$ cat config.mk
export PLATFORM = sky130hd
export DESIGN_NAME = cobs_stream_decoder
export DESIGN_NICKNAME = d
export VERILOG_FILES = /design/src/rtl/cobs_dec_pkg.sv /design/src/rtl/cobs_dec_in_reg.sv /design/src/rtl/cobs_dec_core.sv /design/src/rtl/cobs_dec_out_reg.sv /design/src/rtl/cobs_stream_decoder.sv
export VERILOG_INCLUDE_DIRS = /design/src /design/src/rtl
export SDC_FILE = /design/constraint.sdc
export NUM_CORES = 1
export LEC_CHECK = 0
export BUFFER_PORTS_ARGS = -buffer_cell sky130_fd_sc_hd__buf_2
export CAP_MARGIN = 20
export CORE_ASPECT_RATIO = 1.25
export CORE_MARGIN = 3
export CORE_UTILIZATION = 55
export CTS_CLUSTER_SIZE = 40
export DETAILED_ROUTE_END_ITERATION = 8
export GPL_ROUTABILITY_DRIVEN = 0
export PLACE_DENSITY = 0.77
export SYNTH_ARGS = -nofsm -noshare
export SYNTH_HDL_FRONTEND = slang
export SYNTH_SLANG_ARGS = --single-unit
$ cat constraint.sdc
create_clock -name clk_i -period 2.84 [get_ports clk_i]
set_input_delay 0.142 -clock clk_i [delete_from_list [all_inputs] [get_ports clk_i]]
set_output_delay 0.142 -clock clk_i [all_outputs]
set_load 0.01 [all_outputs]
$ cat src/rtl/cobs_stream_decoder_macros.svh
// Assertion macros shared by the COBS stream decoder RTL.
// Depends on nothing; included by cobs_dec_core, the module that carries assertions.
`ifndef COBS_STREAM_DECODER_MACROS_SVH
`define COBS_STREAM_DECODER_MACROS_SVH
`ifndef ASSERT_OFF
// Property checked on every rising edge outside reset.
`define COBS_ASSERT(lbl, clk, rst_n, prop) \
  lbl: assert property (@(posedge clk) disable iff (!rst_n) (prop)) \
    else $error("COBS decoder assertion failed");
// Condition in one cycle implies a consequence in the next cycle.
`define COBS_ASSERT_NEXT(lbl, clk, rst_n, ante, cons) \
  lbl: assert property (@(posedge clk) disable iff (!rst_n) (ante) |=> (cons)) \
    else $error("COBS decoder assertion failed");
`else
`define COBS_ASSERT(lbl, clk, rst_n, prop)
`define COBS_ASSERT_NEXT(lbl, clk, rst_n, ante, cons)
`endif
`endif

$ cat src/rtl/cobs_dec_pkg.sv
// Shared types and constants of the COBS stream decoder.
// Depends on nothing; used by every module of the decoder.
package cobs_dec_pkg;

  // Largest decoded frame length before overflow is flagged.
  localparam logic [7:0] MAX_MESSAGE = 8'd254;

  // Result status codes.
  typedef enum logic [2:0] {
    ST_CONSUMED       = 3'd0,
    ST_EMITTED        = 3'd1,
    ST_COMPLETE       = 3'd2,
    ST_UNEXPECTED_END = 3'd3,
    ST_OVERFLOW       = 3'd4
  } status_e;

  // One received byte held in the input stage.
  typedef struct packed {
    logic       valid;
    logic [7:0] data;
  } beat_t;

  // One decoded result.
  typedef struct packed {
    status_e    status;
    logic       out_valid;
    logic [7:0] out_byte;
    logic [7:0] message_length;
  } res_t;

endpackage

$ cat src/rtl/cobs_dec_in_reg.sv
// Input register stage of the COBS stream decoder.
// Depends on cobs_dec_pkg.
module cobs_dec_in_reg (
  input  logic                clk_i,
  input  logic                rst_ni,
  input  logic                valid_i,
  output logic                ready_o,
  input  logic [7:0]          data_i,
  input  logic                pop_i,
  output cobs_dec_pkg::beat_t beat_o
);

  logic       valid_q;
  logic [7:0] data_q;

  // The stage takes a new beat when empty or when its beat moves on.
  assign ready_o = !valid_q || pop_i;

  always_ff @(posedge clk_i or negedge rst_ni) begin
    if (!rst_ni) begin
      valid_q <= 1'b0;
    end else if (ready_o) begin
      valid_q <= valid_i;
    end
  end

  // Payload needs no reset.
  always_ff @(posedge clk_i) begin
    if (ready_o && valid_i) begin
      data_q <= data_i;
    end
  end

  assign beat_o.valid = valid_q;
  assign beat_o.data  = data_q;

endmodule

$ cat src/rtl/cobs_dec_core.sv
// Decode logic and frame state of the COBS stream decoder.
// Depends on cobs_dec_pkg and cobs_stream_decoder_macros.svh.
`include "cobs_stream_decoder_macros.svh"
module cobs_dec_core (
  input  logic                clk_i,
  input  logic                rst_ni,
  input  cobs_dec_pkg::beat_t beat_i,
  input  logic                out_ready_i,
  output logic                adv_o,
  output cobs_dec_pkg::res_t  res_o
);

  logic [7:0] group_q;
  logic [7:0] group_d;
  logic [7:0] pos_q;
  logic [7:0] pos_d;
  logic       emit;
  logic [7:0] emit_data;
  logic       ends_frame;
  logic       emitted;

  // A beat is decoded when the result register can take its result.
  assign adv_o = beat_i.valid && out_ready_i;

  // Decision for one received byte.
  always_comb begin
    group_d             = group_q;
    pos_d               = pos_q;
    emit                = 1'b0;
    emit_data           = 8'd0;
    res_o.status         = cobs_dec_pkg::ST_CONSUMED;
    res_o.out_valid      = 1'b0;
    res_o.out_byte       = 8'd0;
    res_o.message_length = 8'd0;
    if (group_q != 8'd0) begin
      if (beat_i.data == 8'd0) begin
        // Zero inside a group aborts the frame.
        group_d      = 8'd0;
        pos_d        = 8'd0;
        res_o.status = cobs_dec_pkg::ST_UNEXPECTED_END;
      end else begin
        group_d   = group_q - 8'd1;
        emit      = 1'b1;
        emit_data = beat_i.data;
      end
    end else if (beat_i.data == 8'd0) begin
      // Delimiter at a code position closes the frame.
      group_d      = 8'd0;
      pos_d        = 8'd0;
      res_o.status = cobs_dec_pkg::ST_COMPLETE;
      res_o.message_length = (pos_q == 8'd0) ? 8'd0 : pos_q - 8'd1;
    end else begin
      group_d = beat_i.data - 8'd1;
      if (pos_q == 8'd0) begin
        // The first code byte of a frame restores no zero.
        pos_d = 8'd1;
      end else begin
        emit = 1'b1;
      end
    end

    // Emit a decoded byte unless the frame grows too long.
    if (emit) begin
      if (pos_q > cobs_dec_pkg::MAX_MESSAGE) begin
        group_d      = 8'd0;
        pos_d        = 8'd0;
        res_o.status = cobs_dec_pkg::ST_OVERFLOW;
      end else begin
        pos_d           = pos_q + 8'd1;
        res_o.status    = cobs_dec_pkg::ST_EMITTED;
        res_o.out_valid = 1'b1;
        res_o.out_byte  = emit_data;
      end
    end
  end

  // Frame state advances once per decoded beat.
  always_ff @(posedge clk_i or negedge rst_ni) begin
    if (!rst_ni) begin
      group_q <= 8'd0;
      pos_q   <= 8'd0;
    end else if (adv_o) begin
      group_q <= group_d;
      pos_q   <= pos_d;
    end
  end

  // Result kinds that the checks below refer to.
  assign ends_frame = (res_o.status == cobs_dec_pkg::ST_COMPLETE) ||
                      (res_o.status == cobs_dec_pkg::ST_UNEXPECTED_END) ||
                      (res_o.status == cobs_dec_pkg::ST_OVERFLOW);
  assign emitted    = (res_o.status == cobs_dec_pkg::ST_EMITTED);

  // A group is only open once the first code byte has been seen.
  `COBS_ASSERT(a_group_needs_pos, clk_i, rst_ni, (pos_q != 8'd0) || (group_q == 8'd0))
  // Terminating results leave the decoder waiting for a new frame.
  `COBS_ASSERT_NEXT(a_restart_after_end, clk_i, rst_ni, adv_o && ends_frame, (group_q == 8'd0) && (pos_q == 8'd0))
  // Each emitted byte advances the frame position by one.
  `COBS_ASSERT_NEXT(a_emit_counts, clk_i, rst_ni, adv_o && emitted, pos_q == $past(pos_q) + 8'd1)
  // The data flag goes with the emitted status only.
  `COBS_ASSERT(a_valid_status, clk_i, rst_ni, res_o.out_valid == emitted)

endmodule

$ cat src/rtl/cobs_dec_out_reg.sv
// Result register stage of the COBS stream decoder.
// Depends on cobs_dec_pkg.
module cobs_dec_out_reg (
  input  logic               clk_i,
  input  logic               rst_ni,
  input  logic               load_i,
  input  cobs_dec_pkg::res_t res_i,
  output logic               ready_o,
  output logic               valid_o,
  input  logic               ready_i,
  output cobs_dec_pkg::res_t res_o
);

  logic               valid_q;
  cobs_dec_pkg::res_t res_q;

  // Free when empty or when the held result leaves this cycle.
  assign ready_o = !valid_q || ready_i;

  always_ff @(posedge clk_i or negedge rst_ni) begin
    if (!rst_ni) begin
      valid_q <= 1'b0;
    end else if (ready_o) begin
      valid_q <= load_i;
    end
  end

  // Payload needs no reset.
  always_ff @(posedge clk_i) begin
    if (ready_o && load_i) begin
      res_q <= res_i;
    end
  end

  assign valid_o = valid_q;
  assign res_o   = res_q;

endmodule

$ cat src/rtl/cobs_stream_decoder.sv
// Top level of the COBS stream decoder: input stage, decode core, result stage.
// Depends on cobs_dec_pkg, cobs_dec_in_reg, cobs_dec_core and cobs_dec_out_reg.
//
//   Channel   Direction  Payload
//   s_axis    in         tdata[7:0] in_byte
//   m_axis    out        tuser[2:0] status, tuser[3] out_valid,
//                        tdata[7:0] out_byte, tdata[15:8] message_length
//
// Every input beat yields exactly one result beat, which passes the input register
// and then the result register. One beat is accepted per cycle while the result
// register is free; the decode state is updated once per decoded beat.
// Reset is asynchronous, active low, and leaves the decoder expecting a new frame.
// A stall on m_axis holds the result register; the input stage then fills and
// s_axis_tready_o drops until the result is taken.
module cobs_stream_decoder (
  input  logic        clk_i,
  input  logic        rst_ni,
  input  logic        s_axis_tvalid_i,
  output logic        s_axis_tready_o,
  input  logic [7:0]  s_axis_tdata_i,   // [7:0] in_byte
  output logic        m_axis_tvalid_o,
  input  logic        m_axis_tready_i,
  output logic [15:0] m_axis_tdata_o,   // [7:0] out_byte, [15:8] message_length
  output logic [3:0]  m_axis_tuser_o    // [2:0] status, [3] out_valid
);

  cobs_dec_pkg::beat_t beat;
  cobs_dec_pkg::res_t  res_d;
  cobs_dec_pkg::res_t  res_q;
  logic                adv;
  logic                out_ready;

  cobs_dec_in_reg u_in_reg (
    .clk_i   (clk_i),
    .rst_ni  (rst_ni),
    .valid_i (s_axis_tvalid_i),
    .ready_o (s_axis_tready_o),
    .data_i  (s_axis_tdata_i),
    .pop_i   (adv),
    .beat_o  (beat)
  );

  cobs_dec_core u_core (
    .clk_i       (clk_i),
    .rst_ni      (rst_ni),
    .beat_i      (beat),
    .out_ready_i (out_ready),
    .adv_o       (adv),
    .res_o       (res_d)
  );

  cobs_dec_out_reg u_out_reg (
    .clk_i   (clk_i),
    .rst_ni  (rst_ni),
    .load_i  (adv),
    .res_i   (res_d),
    .ready_o (out_ready),
    .valid_o (m_axis_tvalid_o),
    .ready_i (m_axis_tready_i),
    .res_o   (res_q)
  );

  // Pack the result beat.
  assign m_axis_tdata_o = {res_q.message_length, res_q.out_byte};
  assign m_axis_tuser_o = {res_q.out_valid, res_q.status};

endmodule
==> results.py <==
metrics = {
    "pwr": {
        "p_int_w": 0.00132,
        "combinationalPowerShare_pct": 25.5,
        "power_density_nw_per_um2": 719,
        "ir_worst_vdd_v": 0.000362,
        "p_switching_w": 0.000634,
        "leakagePower_nw": 1.06,
        "pwr-share-clk_pct": 24.8,
        "p_seq_share_pct": 49.7,
        "switching_share_pct": 32.5,
    },
    "worst_setup_path": {
        "crit_buf_inv": 2,
        "slowest_stage": "or4_1",
        "cp.arrival_ps": 2770,
        "rr_worst_depth": 7,
        "path_delay_family": "simple AND/OR/NAND/NOR gates",
        "cp_slowest_stage_delay_ps": 580,
        "path_cells": "inv_1 > ha_1 > or4b_4 > or4_1 > clkinv_4 > nor3_1 > a32o_1",
        "start_kind": "register",
        "critPathKind": "reg -> reg",
        "cp.depth": 7,
        "required_ps": 3040,
        "path_max_fanout": 17,
        "end_kind": "register",
    },
    "finish": {
        "layout.nets": 266,
        "area_growth_pct": 15.1,
        "antenna_cells": 0,
        "final_common_cell": "buf_2",
        "finish.utilization_pct": 66.2,
        "drive_gt1_share_pct": 22.5,
        "layout_common_cells": "33 x buf_2, 28 x edfxtp_1, 18 x dfrtp_1",
    },
    "synthesis": {
        "ys.flop_type": "edfxtp_1",
        "synth_edf_count": 28,
        "ys_types": 47,
        "syn-cell-area_um2": 2360,
        "syn_avg_cell_area_um2": 11.3,
        "synth-async-reset-ratio_pct": 39.1,
        "synth_nets": 227,
        "ys_ff_latch": 46,
        "ys_seq_area_share_pct": 54.7,
        "syn_inst": 209,
        "synth_warnings": 0,
    },
    "sta": {
        "rsz0062_at_grt": "false",
        "slew_headroom_pct": 44.5,
        "setup_tns_ps": 0,
        "post-route-period-util_pct": 90.7,
        "hold_slack_ps": 17.7,
        "fin_crit_ps": 2580,
        "fmax_mhz": 388,
        "worst_pin_slew_ps": 826,
        "drv_slew": 0,
        "finalHoldViolations": 0,
        "fin_worst_skew_ps": 7.68,
        "setup_viol_count_final": 0,
    },
    "placement": {
        "port_buffers": 33,
        "hpwl_mm": 3.48,
    },
    "grt": {
        "overflow": 0,
        "grt_pass1_vias": 1820,
        "antenna_found_initial": 0,
        "grt_pass1_wl_mm": 8.19,
        "track_usage_pct": 20.8,
        "grt_max_degree": 24,
    },
    "clock_tree": {
        "cts-root-buf": "clkbuf_8",
        "cts_buffers": 5,
        "cts_tree": "built",
        "ctsResizeCount": 0,
        "postCtsHoldBufs": 1,
        "cts_max_path_buffers": 2,
        "worst_skew_pair.late_latency_ps": 300,
        "clk_transition_reported_paths_ps": 90,
        "post-cts-setup-buffers": 0,
        "cts.sinks": 46,
        "htree_levels": 2,
    },
    "floorplan": {
        "die_area_um2": 5110,
        "die_w_um": 64.6,
        "rows": 26,
        "die-height_um": 79.2,
        "start_util_pct": 57.5,
        "io_pins": 34,
        "core-area_um2": 4100,
    },
    "routing": {
        "initialDrtViolationCount": 85,
        "avgViaCountPerCell": 5.98,
        "antenna_left": 0,
        "drtPass1Iterations": 4,
        "wirelength_mm": 4.79,
        "dr_total_vias": 1823,
        "drc": 0,
        "wl_per_cell_um": 15.7,
    },
    "min_path": {
        "holdPathStages": 1,
        "hold_path_class": "in -> reg",
    },
    "run_status": {
        "status": "finished, final reports clean",
    },
    "run": {
        "timing.max_cap.violations": 0,
    },
}
[per-stage QoR]
step	power (W)	area (um^2)	setup slack, ps	std cells
2_1_floorplan	0.00131	2360	461	209
3_3_place_gp	0.00146	2590	331	296
3_5_place_dp	0.00147	2590	288	296
4_1_cts	0.00195	2710	275	305
5_1_grt	0.00207	2710	142	305
6_report	0.00195	2710	263	305
[cell type report]
type | instances | area (um^2)
clock buffers | 5 | 68.8
clock inverters | 3 | 45.0
fillers | 338 | 1390
inverters | 15 | 61.3
multi-input cells | 140 | 957
flip-flops and latches | 46 | 1290
well taps | 56 | 70.1
repair buffers | 40 | 220
[cell families (layout without fill, tap and decap cells)]
| group | count (synthesis) | in the layout | synth area share, % |
|---|---|---|---|
| AOI/OAI and AO/OA | 39 | 39 | 13.1 |
| adders and majority gates | 6 | 6 | 3.18 |
| and+or+nand+nor | 84 | 84 | 20.1 |
| muxes | 2 | 2 | 0.902 |
| buffers and inverters | 23 | 63 | 4.67 |
| xor gates and xnor gates | 9 | 9 | 3.34 |
| DFF | 46 | 46 | 54.7 |
[worst paths after layout]
check / start / end / slack [ps]
max in group asynchronous: rst_ni / u_core.pos_q[4] / 2240
max reg2reg: u_in_reg.data_q[0] / u_core.group_q[4] / 260
max: u_in_reg.data_q[0] / u_core.group_q[4] / 260
min reg2reg: u_core.group_q[1] / u_core.group_q[1] / 570
min in group asynchronous: rst_ni / u_out_reg.valid_o / 300
min: s_axis_tdata_i[5] / u_in_reg.data_q[5] / 20
[cell usage after synthesis, types with 3 or more instances]
master    count  area [um^2]
a22o_1        3         26.3
clkbuf_1      5         18.8
or4_1         8         60.1
nand3_1      10         50.1
or3_1         4         25.0
nor4_1        5         31.3
and3_1        7         43.8
nand2_1      11         41.3
o21ai_0       7         35.0
xor2_1        4         35.0
edfxtp_1     28          841
o41ai_1       4         35.0
dfrtp_1      18          450
nor3_1        5         25.0
xnor2_1       5         43.8
o31ai_1       6         45.0
a32o_1        4         40.0
nand4_1       3         18.8
a21oi_1       3         15.0
nor2_1       17         63.8
nand2b_1      4         25.0
ha_1          6         75.1
inv_1        14         52.6
[layer usage]
| metal | up-vias | wire, um | global-route usage (%) |
|---|---|---|---|
| li1 | 880 | - | - |
| met1 | 878 | 1900 | 23.4 |
| met2 | 57 | 2610 | 37.9 |
| met3 | 8 | 183 | 4.10 |
| met4 | 0 | 85 | 8.67 |
| met5 | - | 0 | 0 |
[power groups by stage]
stage               clock, W  combinational (W)  sequential (W)
detailed placement         0           0.000494        0.000974
finish              0.000485           0.000497        0.000969
CTS                 0.000492           0.000500        0.000961
floorplan                  0           0.000368        0.000942
global route        0.000518           0.000560        0.000987
global placement           0           0.000485        0.000972
[state kept, by name, indices dropped and copies added (netlist names)]
register,count
u_core.group_q,8
u_core.pos_q,8
u_in_reg.data_q,8
u_in_reg.valid_q,1
u_out_reg.res_o,20
u_out_reg.valid_o,1
Note: power is estimated with default switching activity, not from simulation.
